<file path="src/rtl/alucc_pkg.sv">
// ----------------------------------------------------------------------------
// alucc_pkg
// Shared widths, operation codes and condition-code bit positions for the
// 8/16-bit arithmetic unit with condition codes.
// ----------------------------------------------------------------------------
package alucc_pkg;

	// field widths
	localparam int KIND_W  = 5;
	localparam int WORD_W  = 16;
	localparam int BYTE_W  = 8;
	localparam int FLAGS_W = 8;
	localparam int SEL_W   = 4;

	// operation codes
	localparam logic [KIND_W-1:0] KIND_NEG    = 5'd0;
	localparam logic [KIND_W-1:0] KIND_COM    = 5'd1;
	localparam logic [KIND_W-1:0] KIND_LSR    = 5'd2;
	localparam logic [KIND_W-1:0] KIND_ROR    = 5'd3;
	localparam logic [KIND_W-1:0] KIND_ASR    = 5'd4;
	localparam logic [KIND_W-1:0] KIND_ASL    = 5'd5;
	localparam logic [KIND_W-1:0] KIND_ROL    = 5'd6;
	localparam logic [KIND_W-1:0] KIND_DEC    = 5'd7;
	localparam logic [KIND_W-1:0] KIND_INC    = 5'd8;
	localparam logic [KIND_W-1:0] KIND_TST    = 5'd9;
	localparam logic [KIND_W-1:0] KIND_CLR    = 5'd10;
	localparam logic [KIND_W-1:0] KIND_SUB    = 5'd11;
	localparam logic [KIND_W-1:0] KIND_SBC    = 5'd12;
	localparam logic [KIND_W-1:0] KIND_AND    = 5'd13;
	localparam logic [KIND_W-1:0] KIND_LD     = 5'd14;
	localparam logic [KIND_W-1:0] KIND_EOR    = 5'd15;
	localparam logic [KIND_W-1:0] KIND_ADC    = 5'd16;
	localparam logic [KIND_W-1:0] KIND_OR     = 5'd17;
	localparam logic [KIND_W-1:0] KIND_ADD    = 5'd18;
	localparam logic [KIND_W-1:0] KIND_SUB16  = 5'd19;
	localparam logic [KIND_W-1:0] KIND_LD16   = 5'd20;
	localparam logic [KIND_W-1:0] KIND_ADD16  = 5'd21;
	localparam logic [KIND_W-1:0] KIND_BRANCH = 5'd22;

	// condition-code bit positions
	localparam int FLAG_C = 0;
	localparam int FLAG_V = 1;
	localparam int FLAG_Z = 2;
	localparam int FLAG_N = 3;
	localparam int FLAG_H = 5;

	// branch condition selectors (bits 3..1 of the branch opcode nibble)
	localparam logic [2:0] COND_ALWAYS = 3'd0;
	localparam logic [2:0] COND_HI     = 3'd1;
	localparam logic [2:0] COND_CC     = 3'd2;
	localparam logic [2:0] COND_NE     = 3'd3;
	localparam logic [2:0] COND_VC     = 3'd4;
	localparam logic [2:0] COND_PL     = 3'd5;
	localparam logic [2:0] COND_GE     = 3'd6;
	localparam logic [2:0] COND_GT     = 3'd7;

endpackage

</file>
<file path="src/rtl/alucc_cmd_if.sv">
// ----------------------------------------------------------------------------
// alucc_cmd_if
// Valid/ready channel carrying one operation request to the arithmetic unit.
// ----------------------------------------------------------------------------
interface alucc_cmd_if;

	logic                                valid;
	logic                                ready;
	logic [alucc_pkg::KIND_W-1:0]        kind;
	logic [alucc_pkg::WORD_W-1:0]        operand_a;
	logic [alucc_pkg::WORD_W-1:0]        operand_b;
	logic [alucc_pkg::FLAGS_W-1:0]       flags_in;
	logic [alucc_pkg::SEL_W-1:0]         branch_select;

	modport source (
		output valid, kind, operand_a, operand_b, flags_in, branch_select,
		input  ready
	);

	modport sink (
		input  valid, kind, operand_a, operand_b, flags_in, branch_select,
		output ready
	);

endinterface

</file>
<file path="src/rtl/alucc_res_if.sv">
// ----------------------------------------------------------------------------
// alucc_res_if
// Valid/ready channel carrying one result of the arithmetic unit.
// ----------------------------------------------------------------------------
interface alucc_res_if;

	logic                                valid;
	logic                                ready;
	logic [alucc_pkg::WORD_W-1:0]        value_out;
	logic [alucc_pkg::FLAGS_W-1:0]       flags_out;
	logic                                branch_taken;

	modport source (
		output valid, value_out, flags_out, branch_taken,
		input  ready
	);

	modport sink (
		input  valid, value_out, flags_out, branch_taken,
		output ready
	);

endinterface

</file>
<file path="src/rtl/cpu_alu_with_condition_codes.sv">
// ----------------------------------------------------------------------------
// cpu_alu_with_condition_codes
// 8/16-bit arithmetic unit with 6809-style condition codes and branch test.
// ----------------------------------------------------------------------------
// path: an accepted cmd transaction passes the input register, then the result register, to its res transaction
// throughput: one transaction per cycle while res is not stalled; input register feeds the ALU logic,
// which feeds the result register; the input register advances when it is empty or the result register does
// a stalled result register holds while an empty input register can still fill
// reset: arst_n clears both stage valid bits; the payload registers are not reset
module cpu_alu_with_condition_codes (
	input  logic        clk,
	input  logic        arst_n,
	alucc_cmd_if.sink   cmd,
	alucc_res_if.source res
);

	// stage 1: input register
	logic                                valid_s1;
	logic [alucc_pkg::KIND_W-1:0]        kind_s1;
	logic [alucc_pkg::WORD_W-1:0]        a_s1;
	logic [alucc_pkg::WORD_W-1:0]        b_s1;
	logic [alucc_pkg::FLAGS_W-1:0]       flags_s1;
	logic [alucc_pkg::SEL_W-1:0]         sel_s1;

	// stage 2: result register
	logic                                valid_s2;
	logic [alucc_pkg::WORD_W-1:0]        value_s2;
	logic [alucc_pkg::FLAGS_W-1:0]       flags_s2;
	logic                                taken_s2;

	// handshake
	logic adv_s2;
	logic adv_s1;

	// ALU datapath
	logic [alucc_pkg::BYTE_W-1:0]        a8;
	logic [alucc_pkg::BYTE_W-1:0]        b8;
	logic                                cin;
	logic [alucc_pkg::BYTE_W:0]          sub_amt;
	logic [alucc_pkg::BYTE_W:0]          dif9;
	logic [alucc_pkg::BYTE_W:0]          sum9;
	logic [alucc_pkg::WORD_W:0]          dif17;
	logic [alucc_pkg::WORD_W:0]          sum17;
	logic                                cond;
	logic [alucc_pkg::BYTE_W-1:0]        r8;
	logic [alucc_pkg::WORD_W-1:0]        r16;
	logic [alucc_pkg::WORD_W-1:0]        value_d;
	logic [alucc_pkg::FLAGS_W-1:0]       flags_d;
	logic                                taken_d;

	// pipeline flow control
	assign adv_s2    = ~valid_s2 | res.ready;
	assign adv_s1    = ~valid_s1 | adv_s2;
	assign cmd.ready = adv_s1;

	always_ff @(posedge clk or negedge arst_n) begin
		if (!arst_n) begin
			valid_s1 <= 1'b0;
			valid_s2 <= 1'b0;
		end else begin
			if (adv_s1) valid_s1 <= cmd.valid;
			if (adv_s2) valid_s2 <= valid_s1;
		end
	end

	// input register payload
	always_ff @(posedge clk) begin
		if (adv_s1 && cmd.valid) begin
			kind_s1  <= cmd.kind;
			a_s1     <= cmd.operand_a;
			b_s1     <= cmd.operand_b;
			flags_s1 <= cmd.flags_in;
			sel_s1   <= cmd.branch_select;
		end
	end

	// shared adders
	assign a8      = a_s1[alucc_pkg::BYTE_W-1:0];
	assign b8      = b_s1[alucc_pkg::BYTE_W-1:0];
	assign cin     = flags_s1[alucc_pkg::FLAG_C];
	assign sub_amt = {1'b0, b8} + {8'h00, (kind_s1 == alucc_pkg::KIND_SBC) & cin};
	assign dif9    = {1'b0, a8} - sub_amt;
	assign sum9    = {1'b0, a8} + {1'b0, b8} + {8'h00, (kind_s1 == alucc_pkg::KIND_ADC) & cin};
	assign dif17   = {1'b0, a_s1} - {1'b0, b_s1};
	assign sum17   = {1'b0, a_s1} + {1'b0, b_s1};

	// branch condition
	always_comb begin
		case (sel_s1[3:1])
			alucc_pkg::COND_HI: cond = ~(flags_s1[alucc_pkg::FLAG_Z] | cin);
			alucc_pkg::COND_CC: cond = ~cin;
			alucc_pkg::COND_NE: cond = ~flags_s1[alucc_pkg::FLAG_Z];
			alucc_pkg::COND_VC: cond = ~flags_s1[alucc_pkg::FLAG_V];
			alucc_pkg::COND_PL: cond = ~flags_s1[alucc_pkg::FLAG_N];
			alucc_pkg::COND_GE: cond = flags_s1[alucc_pkg::FLAG_N] ==
				flags_s1[alucc_pkg::FLAG_V];
			alucc_pkg::COND_GT: cond = ~flags_s1[alucc_pkg::FLAG_Z] &
				(flags_s1[alucc_pkg::FLAG_N] == flags_s1[alucc_pkg::FLAG_V]);
			default:            cond = 1'b1;
		endcase
	end

	// operation select and flag update
	always_comb begin
		r8      = '0;
		r16     = '0;
		value_d = '0;
		flags_d = flags_s1;
		taken_d = 1'b0;
		case (kind_s1) inside
			alucc_pkg::KIND_NEG: begin
				r8 = 8'h00 - a8;
				flags_d[alucc_pkg::FLAG_V] = (a8 == 8'h80);
				flags_d[alucc_pkg::FLAG_C] = |a8;
			end
			alucc_pkg::KIND_COM: begin
				r8 = ~a8;
				flags_d[alucc_pkg::FLAG_V] = 1'b0;
				flags_d[alucc_pkg::FLAG_C] = 1'b1;
			end
			alucc_pkg::KIND_LSR, alucc_pkg::KIND_ROR, alucc_pkg::KIND_ASR: begin
				if (kind_s1 == alucc_pkg::KIND_ROR) r8 = {cin, a8[7:1]};
				else if (kind_s1 == alucc_pkg::KIND_ASR) r8 = {a8[7], a8[7:1]};
				else r8 = {1'b0, a8[7:1]};
				flags_d[alucc_pkg::FLAG_C] = a8[0];
			end
			alucc_pkg::KIND_ASL, alucc_pkg::KIND_ROL: begin
				r8 = {a8[6:0], (kind_s1 == alucc_pkg::KIND_ROL) & cin};
				flags_d[alucc_pkg::FLAG_V] = a8[7] ^ a8[6];
				flags_d[alucc_pkg::FLAG_C] = a8[7];
			end
			alucc_pkg::KIND_DEC: begin
				r8 = a8 - 8'h01;
				flags_d[alucc_pkg::FLAG_V] = (r8 == 8'h7f);
			end
			alucc_pkg::KIND_INC: begin
				r8 = a8 + 8'h01;
				flags_d[alucc_pkg::FLAG_V] = (r8 == 8'h80);
			end
			alucc_pkg::KIND_TST: begin
				r8 = a8;
				flags_d[alucc_pkg::FLAG_V] = 1'b0;
			end
			alucc_pkg::KIND_CLR: begin
				r8 = '0;
				flags_d[alucc_pkg::FLAG_V] = 1'b0;
				flags_d[alucc_pkg::FLAG_C] = 1'b0;
			end
			alucc_pkg::KIND_SUB, alucc_pkg::KIND_SBC: begin
				r8 = dif9[7:0];
				flags_d[alucc_pkg::FLAG_V] = (a8[7] ^ b8[7]) & (a8[7] ^ r8[7]);
				flags_d[alucc_pkg::FLAG_C] = dif9[8];
			end
			alucc_pkg::KIND_AND, alucc_pkg::KIND_LD, alucc_pkg::KIND_EOR,
			alucc_pkg::KIND_OR: begin
				if (kind_s1 == alucc_pkg::KIND_AND) r8 = a8 & b8;
				else if (kind_s1 == alucc_pkg::KIND_LD) r8 = b8;
				else if (kind_s1 == alucc_pkg::KIND_EOR) r8 = a8 ^ b8;
				else r8 = a8 | b8;
				flags_d[alucc_pkg::FLAG_V] = 1'b0;
			end
			alucc_pkg::KIND_ADC, alucc_pkg::KIND_ADD: begin
				r8 = sum9[7:0];
				flags_d[alucc_pkg::FLAG_V] = ~(a8[7] ^ b8[7]) & (a8[7] ^ r8[7]);
				flags_d[alucc_pkg::FLAG_C] = sum9[8];
				flags_d[alucc_pkg::FLAG_H] = a8[4] ^ b8[4] ^ r8[4];
			end
			alucc_pkg::KIND_SUB16: begin
				r16 = dif17[15:0];
				flags_d[alucc_pkg::FLAG_V] = (a_s1[15] ^ b_s1[15]) & (a_s1[15] ^ r16[15]);
				flags_d[alucc_pkg::FLAG_C] = dif17[16];
			end
			alucc_pkg::KIND_LD16: begin
				r16 = b_s1;
				flags_d[alucc_pkg::FLAG_V] = 1'b0;
			end
			alucc_pkg::KIND_ADD16: begin
				r16 = sum17[15:0];
				flags_d[alucc_pkg::FLAG_V] = ~(a_s1[15] ^ b_s1[15]) & (a_s1[15] ^ r16[15]);
				flags_d[alucc_pkg::FLAG_C] = sum17[16];
			end
			alucc_pkg::KIND_BRANCH: begin
				taken_d = cond ^ sel_s1[0];
			end
			default: begin
			end
		endcase

		// N and Z from the 8-bit or 16-bit result
		if (kind_s1 <= alucc_pkg::KIND_ADD) begin
			value_d = {8'h00, r8};
			flags_d[alucc_pkg::FLAG_N] = r8[7];
			flags_d[alucc_pkg::FLAG_Z] = (r8 == 8'h00);
		end else if (kind_s1 <= alucc_pkg::KIND_ADD16) begin
			value_d = r16;
			flags_d[alucc_pkg::FLAG_N] = r16[15];
			flags_d[alucc_pkg::FLAG_Z] = (r16 == 16'h0000);
		end
	end

	// result register payload
	always_ff @(posedge clk) begin
		if (adv_s2 && valid_s1) begin
			value_s2 <= value_d;
			flags_s2 <= flags_d;
			taken_s2 <= taken_d;
		end
	end

	assign res.valid        = valid_s2;
	assign res.value_out    = value_s2;
	assign res.flags_out    = flags_s2;
	assign res.branch_taken = taken_s2;

endmodule
</file>
<file path="src/flat_wrapper.sv">
// flat-port wrapper written by rule: the top's interface ports become plain ports
module cpu_alu_with_condition_codes_flat 
  (clk, arst_n, cmd_valid, cmd_kind, cmd_operand_a, cmd_operand_b, cmd_flags_in, cmd_branch_select, cmd_ready, res_valid, res_value_out, res_flags_out, res_branch_taken, res_ready);
  alucc_cmd_if cmd_i ();
  alucc_res_if res_i ();
  input  logic clk;
  input  logic arst_n;
  input wire logic [$bits(cmd_i.valid)-1:0] cmd_valid;
  input wire logic [$bits(cmd_i.kind)-1:0] cmd_kind;
  input wire logic [$bits(cmd_i.operand_a)-1:0] cmd_operand_a;
  input wire logic [$bits(cmd_i.operand_b)-1:0] cmd_operand_b;
  input wire logic [$bits(cmd_i.flags_in)-1:0] cmd_flags_in;
  input wire logic [$bits(cmd_i.branch_select)-1:0] cmd_branch_select;
  output wire logic [$bits(cmd_i.ready)-1:0] cmd_ready;
  output wire logic [$bits(res_i.valid)-1:0] res_valid;
  output wire logic [$bits(res_i.value_out)-1:0] res_value_out;
  output wire logic [$bits(res_i.flags_out)-1:0] res_flags_out;
  output wire logic [$bits(res_i.branch_taken)-1:0] res_branch_taken;
  input wire logic [$bits(res_i.ready)-1:0] res_ready;
  assign cmd_i.valid = cmd_valid;
  assign cmd_i.kind = cmd_kind;
  assign cmd_i.operand_a = cmd_operand_a;
  assign cmd_i.operand_b = cmd_operand_b;
  assign cmd_i.flags_in = cmd_flags_in;
  assign cmd_i.branch_select = cmd_branch_select;
  assign cmd_ready = cmd_i.ready;
  assign res_valid = res_i.valid;
  assign res_value_out = res_i.value_out;
  assign res_flags_out = res_i.flags_out;
  assign res_branch_taken = res_i.branch_taken;
  assign res_i.ready = res_ready;
  cpu_alu_with_condition_codes u_core (.clk(clk), .arst_n(arst_n), .cmd(cmd_i), .res(res_i));
endmodule
</file>
<file path="config.mk">
export PLATFORM = sky130hd
export DESIGN_NAME = cpu_alu_with_condition_codes_flat
export DESIGN_NICKNAME = d
export VERILOG_FILES = /design/src/rtl/alucc_pkg.sv /design/src/rtl/alucc_cmd_if.sv /design/src/rtl/alucc_res_if.sv /design/src/rtl/cpu_alu_with_condition_codes.sv /design/src/flat_wrapper.sv
export SDC_FILE = /design/constraint.sdc
export NUM_CORES = 1
export LEC_CHECK = 0
export BUFFER_PORTS_ARGS = -buffer_cell sky130_fd_sc_hd__buf_2
export CAP_MARGIN = 15
export CORE_ASPECT_RATIO = 0.9
export CORE_MARGIN = 4
export CORE_UTILIZATION = 65
export CTS_CLUSTER_DIAMETER = 150
export CTS_CLUSTER_SIZE = 25
export DETAILED_ROUTE_END_ITERATION = 8
export PLACE_DENSITY = 0.87
export SYNTH_ARGS = -nofsm -noshare
export SYNTH_HDL_FRONTEND = slang
export SYNTH_SLANG_ARGS = --single-unit
</file>
<file path="constraint.sdc">
create_clock -name clk -period 7.8 [get_ports clk]
set_clock_uncertainty 0.2 [all_clocks]
set_input_delay 1.17 -clock clk [delete_from_list [all_inputs] [get_ports clk]]
set_output_delay 1.17 -clock clk [all_outputs]
set_load 0.05 [all_outputs]
</file>
* Word-level counts from Yosys, hierarchy flattened *
Cells that the tools add are included.

storage, ports and cells
  bits in registers = 76
  output and inout port bits = 27
  logic and storage cells = 178

cells by class
  add/subtract/negate cells = 9
  magnitude comparators = 2
  equality and inequality tests = 33
  multiplexer cells = 74
  bitwise gates (word level) = 36
  reduce and logical (&&, ||, !) cells = 13

operators with widths
  kind                                                              count
  16-bit 2-to-1 mux                                                 14
  8-bit 2-to-1 mux                                                  18
  5-bit by 4-bit == test with 1-bit output (second input constant)  8
  1-bit 2-to-1 mux                                                  39
  5-bit == test (second input constant)                             7
  23-bit OR reduction                                               1
  5-bit by 3-bit == test with 1-bit output (second input constant)  4
  16-bit by 16-bit adder with 17-bit output                         1
  16-bit by 16-bit subtractor with 17-bit output                    1
  8-bit == test (second input constant)                             2
  16-bit logical NOT                                                1
  3-bit == test (second input constant)                             4
  1-bit NOT                                                         11
  5-bit by 2-bit == test with 1-bit output (second input constant)  2
  5-bit less-or-equal comparator (second input constant)            2
  1-bit XOR                                                         10
  8-bit by 1-bit adder with 9-bit output                            1
  8-bit by 8-bit adder with 9-bit output                            1
  9-bit by 1-bit adder with 9-bit output                            1
  8-bit by 9-bit subtractor with 9-bit output                       1
  8-bit by 1-bit adder with 8-bit output (second input constant)    1
  1-bit AND                                                         8
  8-bit AND                                                         1
  8-bit by 7-bit == test with 1-bit output (second input constant)  1
  other kinds (19)                                                  27

* Longest topological paths before layout *
Gate-level depths: netlist of the first run.

  depth after elaboration = 18
  gate-level depth with buffers = 19
  gate-level depth less buffers = 16

* Worst setup path after synthesis of the first run *
No wires, ideal clock.

  path kind = reg2reg
  from = reg u_core.kind_s1[2] (netlist name)
  to = reg u_core.value_s2 (netlist bit u_core.res.value_out[6]) (data pin)
  setup time = 271 ps
  arrival = 4017 ps
  path slack = 3312 ps
  stages on the path, launching flop included = 19
  buffers on the path = 3
  period minus slack after synthesis = 4488 ps
  path through = edfxtp_1 > clkbuf_1 > and3b_1 > clkbuf_1 > buf_1 > nand3_1 > fa_1 > inv_1 > ha_1 > or2_2 > fa_1 > o21ai_0 > a211oi_1 > xnor2_1 > inv_1 > a221oi_1 > o221ai_1 > a21oi_1 > o211ai_1

on the way
  longest elaborated chain between the ends = 17
  elaborated cells between the ends (all ways) = 65
  those cells by class = add/sub: 3; order compare: 2; eq/ne: 21; mux: 31; bitwise: 2; reduce/logical: 6

ends and longest elaborated chain
  item                                                                             line                                 source
  from (decl)                                                                      cpu_alu_with_condition_codes.sv:19   logic [alucc_pkg::KIND_W-1:0] kind_s1;
  from (signal assigned)                                                           cpu_alu_with_condition_codes.sv:69   kind_s1 <= cmd.kind;
  branches (longest 16 deep; another with 8-bit by 1-bit adder with 9-bit output)  n/a
  8-bit 2-to-1 mux (*)                                                             cpu_alu_with_condition_codes.sv:190  if (kind_s1 <= alucc_pkg::KIND_ADD) begin
  named net u_core.value_d, one bit                                                cpu_alu_with_condition_codes.sv:47   logic [alucc_pkg::WORD_W-1:0] value_d;
  to (signal assigned)                                                             cpu_alu_with_condition_codes.sv:204  value_s2 <= value_d;
  to (decl)                                                                        cpu_alu_with_condition_codes.sv:27   logic [alucc_pkg::WORD_W-1:0] value_s2;

Mark *: on every way through the listed nets, which the timed path passes.
A chain may end at the register's enable or synchronous reset.

* Worst setup path after layout of the first run *
Same ends and word-level chain as after synthesis.

==> metrics.cfg, run 1 <==
[run_status]
status = complete, no violations

[yosys]
ys_seq_elements = 76
synthAdderAreaFrac_pct = 12.8
synth_top_area_share_pct = 30.2
synth_cells = 845
synthesis.nets = 968
syn-cell-area_um2 = 7350
synth_top_family_by_area = compound AO/OA/AOI/OAI gates
ys_types = 82
synth_mux_area_share_pct = 1.36
synth_xor_area_share_pct = 3.93
synth-simple-area-share_pct = 18.1
ys_warn_count = 0
async_flop_share_pct = 2.63
avgSynthCellArea_um2 = 8.70
synth_edf_count = 74
synth_compound_area_share_pct = 26.8
ys_seq_area_share_pct = 30.9
ys_top_cells_by_area = edfxtp_1 30%, ha_1 11%, o21ai_0 3.5%
yosys_most_used_dff = edfxtp_1
synth_top_cell_by_area = edfxtp_1

[worst_setup_path]
path_cells = and3b_1 > nand3_1 > fa_1 > inv_1 > ha_1 > or2_2 > fa_1 > o21ai_0 > a211oi_1 > xnor2_1 > inv_1 > a221oi_1 > o221ai_1 > a21oi_1 > o211ai_1
max_stage_delay_ps = 910
ff2ff_setup_slack_ps = 2280
startpoint_type = flip-flop
critPathMaxFanout = 31
end_kind = flip-flop
critical_path.top_delay_family = compound AO/OA/AOI/OAI gates
reg2reg_depth = 15
cp_slowest_cell = edfxtp_1
path_depth = 15
cp.arrival_ps = 5370
path_class = flip-flop to flip-flop
crit_buf_inv = 2
worst_ep_required_time_ps = 7650

[routing]
first_pass_iters = 8
antenna_left = 0
route.detailed.drc = 0
wl_per_cell_um = 24.1
drt-total-wl_um = 25100
drt_iter0_drc = 1278
via_per_inst = 7.16
vias = 7461

[cts]
htree_levels = 3
numCtsBuffers = 9
cts.sinks = 76
cts_resized = 0
cts_tree = built
ctsLongestPathBuffers = 2
root_buffer = clkbuf_16
post-cts-setup-buffers = 0
clk_pin_slew_worst_paths_ps = 60
clock_latency_ps = 360
cts_hold_buf = 0

[global_route]
gr-usage-all-layers_pct = 38.1
grt_pass1_wl_um = 38200
grt_max_degree = 56
gr-total-overflow = 0
grt_pass1_vias = 6961
antenna_found_initial = 0

[timing]
fin_ws_ps = 2280
final_max_slew_viol_count = 0
fin_tns_setup_ps = 0
worst_pin_slew_ps = 1050
rsz0062_at_grt = no
whs_ps = 217
fin_crit_sh_pct = 70.7
layout_min_cycle_time_ps = 5520
hold_violations = 0
setup_viol = 0
max_slew_margin_pct = 29.8
fmax_mhz = 181

[placement]
dpl.hpwl_um = 18100
gp_congestion = 1.02
dpl.cell_count = 1025
dp_slack_ps = 2520
port-buffer-count = 79

[min_path]
min_path_cells = 0
hp-class = flip-flop to flip-flop

[die]
design.core.area_um2 = 10900
dieHeight_um = 109
start_util_pct = 67.2
die-area_um2 = 13100
rows = 36
die_x_um = 120
ioPinCount = 80

[cells_and_area]
ff_latch_area_um2 = 2270
finalNetCount = 1008
area_delta_synth_final_pct = 10.4
final_common_cell = buf_2
fin_cells = 1042
drive_above_1_share_pct = 14.5
multiInputGateArea_um2 = 4630
final_cell_mix = 79 x buf_2, 74 x edfxtp_1, 68 x nor2_1
fillerInstances = 806
n_antenna_cell = 0

[run]
maxCapViolCount = 0

[power]
irDropWorstVdd_mv = 0.195
p_leak_uw = 0.00325
power_density_nw_per_um2 = 186

-- worst paths after layout --
check / start / to
min in group asynchronous: arst_n / u_core.res.valid$_DFFE_PN0P_
max: u_core.kind_s1[2]$_DFFE_PP_ / u_core.res.value_out[6]$_DFFE_PP_
max in group asynchronous: arst_n / u_core.valid_s1$_DFFE_PN0N_
min reg2reg: u_core.flags_s1[6]$_DFFE_PP_ / u_core.res.flags_out[6]$_DFFE_PP_
max reg2reg: u_core.kind_s1[2]$_DFFE_PP_ / u_core.res.value_out[6]$_DFFE_PP_
min: u_core.flags_s1[6]$_DFFE_PP_ / u_core.res.flags_out[6]$_DFFE_PP_
-- power by group --
group	total, uW	internal [uW]	switching [uW]
Clock	488	312	175
Sequential	526	491	35.2
Combinational	494	170	324
Total	1510	973	534
-- cell usage after synthesis (9+ instances only) --
| cell | number |
|---|---|
| edfxtp_1 | 74 |
| a31oi_1 | 14 |
| nor2b_1 | 14 |
| a221oi_1 | 11 |
| xnor2_1 | 25 |
| o22ai_1 | 15 |
| a211oi_1 | 15 |
| o211ai_1 | 16 |
| mux2i_1 | 10 |
| o21ai_0 | 51 |
| clkbuf_1 | 44 |
| nand2b_1 | 17 |
| nor3_1 | 25 |
| buf_2 | 9 |
| nor2_1 | 68 |
| ha_1 | 64 |
| nand2_1 | 54 |
| nand3_1 | 19 |
| a21oi_1 | 48 |
| inv_1 | 53 |
-- sequential cells by signal (all words and copies together) (netlist names) --
signal / cells
u_core.res.value_out: 16
u_core.b_s1: 16
u_core.res.flags_out: 8
u_core.kind_s1: 5
u_core.a_s1: 16
u_core.valid_s1: 1
u_core.res.valid: 1
u_core.sel_s1: 4
u_core.flags_s1: 8
u_core.res.branch_taken: 1
-- stage by stage --
stage                     total power, uW  cell area [um2]  utilization (%)
after floorplan                       874             7350                -
after global placement                987             7760             70.9
after detailed placement             1000             7760             70.9
after CTS                            1480             8100             74.0
after global routing                 1560             8120             74.2
final                                1510             8120             74.2
-- cell families (layout without fill, tap and decap cells) --
group	count (synthesis)	in the layout
muxes	10	10
and+or+nand+nor	260	260
xor gates and xnor gates	33	33
adders and majority gates	72	72
AOI/OAI and AO/OA	278	278
buffers and inverters	116	161
DFF	76	76
-- area by class of cell --
class	instances	share of cell area, %
Clock buffer	11	2.87
Clock inverter	5	1.26
Inverter	57	2.64
Multi-Input combinational cell	653	57.0
Sequential cell	76	28.0
Tap cell	152	2.34
Timing Repair Buffer	88	5.86
-- routing by layer --
layer / up-vias / routed length (um) / GRT usage, % / share of wire (%)
met2: 622 / 10800 / 57.8 / 43
met4: 0 / 1060 / 17.7 / 4.2
met3: 101 / 3410 / 7.47 / 14
li1: 3260 / - / - / -
met1: 3478 / 9790 / 53.0 / 39
met5: - / 0 / 0 / 0
Power figures use the tool's default switching activity.
==> run 2: changes to the inputs <==
--- a/config.mk
+++ b/config.mk
@@ -5,15 +5,16 @@
 export SDC_FILE = /design/constraint.sdc
 export NUM_CORES = 1
 export LEC_CHECK = 0
+export ABC_AREA = 1
 export BUFFER_PORTS_ARGS = -buffer_cell sky130_fd_sc_hd__buf_2
 export CAP_MARGIN = 15
 export CORE_ASPECT_RATIO = 0.9
 export CORE_MARGIN = 4
-export CORE_UTILIZATION = 65
+export CORE_UTILIZATION = 60
 export CTS_CLUSTER_DIAMETER = 150
 export CTS_CLUSTER_SIZE = 25
 export DETAILED_ROUTE_END_ITERATION = 8
-export PLACE_DENSITY = 0.87
+export PLACE_DENSITY = 0.82
 export SYNTH_ARGS = -nofsm -noshare
 export SYNTH_HDL_FRONTEND = slang
 export SYNTH_SLANG_ARGS = --single-unit
==> constraint.sdc (replaced) <==
create_clock -name clk -period 5.8 [get_ports clk]
set_clock_uncertainty 0.2 [all_clocks]
set_input_delay 0.87 -clock clk [delete_from_list [all_inputs] [get_ports clk]]
set_output_delay 0.87 -clock clk [all_outputs]
set_load 0.05 [all_outputs]
==> run 2 against run 1 <==
Hold slack worse by 120 ps. Power up 29%. Setup slack worse by 820 ps. Critical endpoint is now u_core.res.flags_out[2]$_DFFE_PP_. Sequential cell count unchanged. Synthesized cell count up 15%.
==> metrics.cfg, run 2 <==
[run_status]
status = complete, no violations

[routing]
drt_iter0_drc = 998
route.detailed.drc = 0
vias = 7118
first_pass_iters = 6
via_per_inst = 5.89
drt-total-wl_um = 21500
antenna_left = 0
wl_per_cell_um = 17.8

[yosys]
synth_top_family_by_area = simple AND/OR/NAND/NOR gates
synth-simple-area-share_pct = 29.7
synth_top_area_share_pct = 31.9
ys_types = 40
ys_seq_elements = 76
yosys_most_used_dff = edfxtp_1
synth_edf_count = 74
ys_warn_count = 0
synth_xor_area_share_pct = 3.26
synth_mux_area_share_pct = 0
yosysMostFrequentCell = nand2_1
avgSynthCellArea_um2 = 7.16
syn-cell-area_um2 = 6980
synth_top_cell_by_area = edfxtp_1
synth_cells = 975
synthesis.nets = 1098
async_flop_share_pct = 2.63
synthAdderAreaFrac_pct = 13.2
synth_top_cells_by_count = 268 x nand2_1, 129 x inv_1, 88 x nand3_1, 80 x nor2_1, 74 x edfxtp_1
synth_compound_area_share_pct = 12.2
ys_top_cells_by_area = edfxtp_1 32%, nand2_1 14%, ha_1 11%
ys_seq_area_share_pct = 32.6

[worst_setup_path]
end_kind = flip-flop
startpoint_type = flip-flop
ff2ff_setup_slack_ps = 1460
reg2reg_depth = 18
worstReg2RegStart = u_core.kind_s1[3]$_DFFE_PP_
critPathMaxFanout = 6
path_class = flip-flop to flip-flop
cp-endpoint = u_core.res.flags_out[2]$_DFFE_PP_
cp.arrival_ps = 4360
cp-startpoint = u_core.kind_s1[3]$_DFFE_PP_
worst_ep_required_time_ps = 5830
r2r-end = u_core.res.flags_out[2]$_DFFE_PP_

[cts]
cts_tree = built
post-cts-setup-buffers = 0
clock_latency_ps = 350
htree_levels = 3
cts_hold_buf = 0
cts.sinks = 76
root_buffer = clkbuf_16
numCtsBuffers = 9
cts_resized = 0
clk_pin_slew_worst_paths_ps = 60
ctsLongestPathBuffers = 2

[power]
irDropWorstVdd_mv = 0.189
power_density_nw_per_um2 = 248
p_leak_uw = 0.00386

[cells_and_area]
drive_above_1_share_pct = 11.6
final_cell_area_um2 = 7810
postLayoutCoreUtil_pct = 68.6
ff_latch_area_um2 = 2270
final_common_cell = nand2_1
finalNetCount = 1170
multiInputGateArea_um2 = 4070
fillerInstances = 1007
n_antenna_cell = 0
final_cell_mix = 268 x nand2_1, 128 x inv_1, 88 x nand3_1
area_delta_synth_final_pct = 12.0

[die]
ioPinCount = 80
die-area_um2 = 13400
start_util_pct = 61.3
die_x_um = 122
rows = 37
dieHeight_um = 110
design.core.area_um2 = 11400

[timing]
layout_min_cycle_time_ps = 4340
rsz0062_at_grt = no
hold_violations = 0
fin_crit_sh_pct = 74.7
fin_tns_setup_ps = 0
whs_ps = 95.3
worst_pin_slew_ps = 1030
final_max_slew_viol_count = 0
setup_viol = 0
fmax_mhz = 231
max_slew_margin_pct = 30.9
fin_ws_ps = 1460

[placement]
gp_congestion = 1.06
dpl.hpwl_um = 16000
post_dp_cell_area_um2 = 7480
dp_slack_ps = 1580
port-buffer-count = 79

[global_route]
gr-total-overflow = 0
gr-usage-all-layers_pct = 32.1
grt_pass1_vias = 6405
grt_max_degree = 50
grt_pass1_wl_um = 32900
antenna_found_initial = 0

[run]
maxCapViolCount = 0

[min_path]
hp-class = input port to async pin

[run 2: changes by cell type after synthesis, moves of 21 or more]
cell      previous run  this run
xnor2_1             25         4
nand4_1              3        26
nand2_1             54       268
nand3_1             19        88
inv_1               53       129
clkbuf_1            44         8
a21oi_1             48        70
[run 2: critical path, cell delays in order (launching register included)]
cell and delay [ps]:
edfxtp_1 470, nor2_1 290, inv_1 150, nor3_2 410, nand3_1 210, fa_1 480
fa_1 440, o21ai_0 450, xor2_1 180, o21ai_0 90, nand2_1 100, nand2_1 70
nand2_1 60, nand4_1 90, a21oi_1 210, nand2_1 80, nor2_1 110, nand3_1 70
nand2_1 60
[run 2: layer usage]
| metal | vias up | part of all wire (%) | track usage, % |
|---|---|---|---|
| met3 | 67 | 12 | 10.2 |
| met5 | - | 0 | 0 |
| met1 | 3210 | 40 | 41.7 |
| met4 | 0 | 3.1 | 14.3 |
| li1 | 3368 | - | - |
| met2 | 473 | 45 | 49.5 |
[run 2: final cells by class]
cell class	instances	area share [%]
multi-input combinational	736	52.2
sequential	76	29.1
inverter	141	6.78
timing repair buffer	83	5.65
clock buffer	10	2.93
tap	156	2.50
clock inverter	6	0.897
[run 2: stage by stage]
stage	total power, uW	std cells
5_1_grt	2040	1208
3_5_place_dp	1350	1190
4_1_cts	1930	1206
2_1_floorplan	1180	975
6_report	1940	1208
3_3_place_gp	1340	1190
[run 2: power by group]
| group | switching [uW] | internal, uW |
|---|---|---|
| combinational | 459 | 192 |
| clock | 239 | 337 |
| sequential | 43.4 | 669 |
[run 2: cells by family after synthesis]
kind of cell    Yosys count
flops                    76
buf+inv                 163
compound gates          154
fa+ha+maj                70
simple gates            486
xor+xnor                 26
[run 2: worst min path at each step]
stage          cells after the start                          from                                end  slack, ps
4_1_cts                            1                        arst_n        u_core.valid_s1$_DFFE_PN0N_         90
5_1_grt                            1                        arst_n       u_core.res.valid$_DFFE_PN0P_         90
2_1_floorplan                      0  u_core.flags_s1[4]$_DFFE_PP_  u_core.res.flags_out[4]$_DFFE_PP_        200
3_3_place_gp                       0  u_core.flags_s1[6]$_DFFE_PP_  u_core.res.flags_out[6]$_DFFE_PP_        200
6_report                           1                        arst_n       u_core.res.valid$_DFFE_PN0P_        100
3_5_place_dp                       0  u_core.flags_s1[6]$_DFFE_PP_  u_core.res.flags_out[6]$_DFFE_PP_        210
==> run 3: changes to the inputs <==
==> constraint.sdc (replaced) <==
create_clock -name clk -period 4.1 [get_ports clk]
set_clock_uncertainty 0.2 [all_clocks]
set_input_delay 0.615 -clock clk [delete_from_list [all_inputs] [get_ports clk]]
set_output_delay 0.615 -clock clk [all_outputs]
set_load 0.05 [all_outputs]
==> run 3 against run 2 <==
Count of clock-buffer cells in the layout did not move. Largest cell class unchanged. Setup slack lost 1100 ps. Register-to-register slack lost 1100 ps. Non-clock buffer count is 21 higher. Cell count grew 1.7%. Core utilization increased by 1.7 points. Highest routed layer unchanged. Sequential power rose by 38%. Via count decreased by 0.13%. First-iteration DRC count is 5.3% higher. Critical path depth up 3. Die area unchanged. Power rose by 46%.
==> metrics.cfg, run 3 (synthesis results as in run 2) <==
[global_route]
gr-total-overflow = 0
grt_max_degree = 50
antenna_found_initial = 0
grt_pass1_wl_um = 33000
gr-usage-all-layers_pct = 32.3
grt_pass1_vias = 6457

[power]
seqPwrFrac_pct = 34.9
p_int_uw = 1780
p_total_uw = 2830
power.share.clock_pct = 31.1
p_leak_uw = 0.00397
p_sw_share_pct = 37.2
power.switching_uw = 1050
irDropWorstVdd_mv = 0.270
combPwrFrac_pct = 34.0
power_density_nw_per_um2 = 353

[routing]
wl_per_cell_um = 17.5
drt_iter0_drc = 1051
antenna_left = 0
route.detailed.drc = 0
drt-total-wl_um = 21500
vias = 7109
via_per_inst = 5.78
first_pass_iters = 6

[cells_and_area]
final_common_cell = nand2_1
finalNetCount = 1191
drive_above_1_share_pct = 13.7
final_cell_mix = 268 x nand2_1, 128 x inv_1, 87 x nand3_1
postLayoutCoreUtil_pct = 70.3
area_delta_synth_final_pct = 14.7
n_antenna_cell = 0

[cts]
root_buffer = clkbuf_16
post-cts-setup-buffers = 0
htree_levels = 3
clock_latency_ps = 350
ctsLongestPathBuffers = 2
cts.sinks = 76
numCtsBuffers = 9
clk_pin_slew_worst_paths_ps = 60
cts_tree = built

[worst_setup_path]
worst_ep_required_time_ps = 4120
startpoint_type = flip-flop
path_class = flip-flop to flip-flop
cp.arrival_ps = 3780
path_cells = inv_1 > nand2_1 > nor2_2 > nand2_1 > fa_1 > inv_1 > ha_1 > nor2_1 > inv_1 > fa_1 > nand4_1 > nand4_1 > nand3_1 > nand4_1 > nand2_1 > nand4_1 > a21oi_2 > nand3_1 > nor2_1 > nand3_1 > nand2_1
end_kind = flip-flop
critical_path.top_delay_family = simple AND/OR/NAND/NOR gates
max_stage_delay_ps = 520
critPathMaxFanout = 5
crit_buf_inv = 3
cp_slowest_cell = fa_1

[placement]
port-buffer-count = 79
gp_congestion = 1.00
dpl.hpwl_um = 16500

[die]
die-area_um2 = 13400
design.core.area_um2 = 11400
die_x_um = 122
start_util_pct = 61.3
dieHeight_um = 110
rows = 37
ioPinCount = 80

[run]
maxCapViolCount = 0

[timing]
final_max_slew_viol_count = 0
setup_viol = 0
worst_pin_slew_ps = 1090
fin_tns_setup_ps = 0
max_slew_margin_pct = 27.4
hold_violations = 0
rsz0062_at_grt = no
whs_ps = 228
fin_crit_sh_pct = 91.7
layout_min_cycle_time_ps = 3760
fmax_mhz = 266

[run_status]
status = complete, no violations

[min_path]
hp-class = flip-flop to flip-flop

run 3: path summary, 6_finish.rpt:
check                                                         end  slack [ps]                          from  cells past startpoint
worst max register to register  u_core.res.flags_out[2]$_DFFE_PP_         340   u_core.kind_s1[1]$_DFFE_PP_                     21
worst max-delay path            u_core.res.flags_out[2]$_DFFE_PP_         340   u_core.kind_s1[1]$_DFFE_PP_                     21
worst min register to register  u_core.res.flags_out[4]$_DFFE_PP_         230  u_core.flags_s1[4]$_DFFE_PP_                      0
worst min-delay path            u_core.res.flags_out[4]$_DFFE_PP_         230  u_core.flags_s1[4]$_DFFE_PP_                      0
min in group asynchronous             u_core.valid_s1$_DFFE_PN0N_         380                        arst_n                      2
max in group asynchronous            u_core.res.valid$_DFFE_PN0P_        3220                        arst_n                      2
run 3: metal layers:
| metal | GRT usage, % | vias up | share of wire (%) |
|---|---|---|---|
| met2 | 50.9 | 451 | 44 |
| met5 | 0 | - | 0 |
| met1 | 43.6 | 3164 | 40 |
| met4 | 10.9 | 0 | 3.4 |
| li1 | - | 3414 | - |
| met3 | 8.16 | 80 | 12 |
run 3: stage by stage:
step / setup WS [ps] / std cells / area (um2)
floorplan: 616 / 975 / 6980
global placement: 389 / 1212 / 7650
detailed placement: 251 / 1212 / 7650
CTS: 240 / 1229 / 7980
global route: 18.9 / 1229 / 8000
finish: 340 / 1229 / 8000
run 3: timing repair:
action | in CTS | in global routing
resized for setup | 0 | 7
endpoints found under the hold margin | 2 | 0
setup endpoints to repair | 0 | 1
hold buffers | 1 | 0
run 3: final cells by class:
type / count / area, um2
flip-flops and latches: 76 / 2270
repair buffers: 104 / 586
clock inverters: 6 / 97.6
inverters: 141 / 532
clock buffers: 10 / 229
fillers: 992 / 3390
well taps: 156 / 195
multi-input cells: 736 / 4090
run 3: power by group through the flow:
stage	combinational, uW	clock (uW)	sequential [uW]
2_1_floorplan	556	0	1120
4_1_cts	936	886	985
3_3_place_gp	916	0	998
3_5_place_dp	927	0	1000
5_1_grt	1060	929	992
6_report	961	880	985
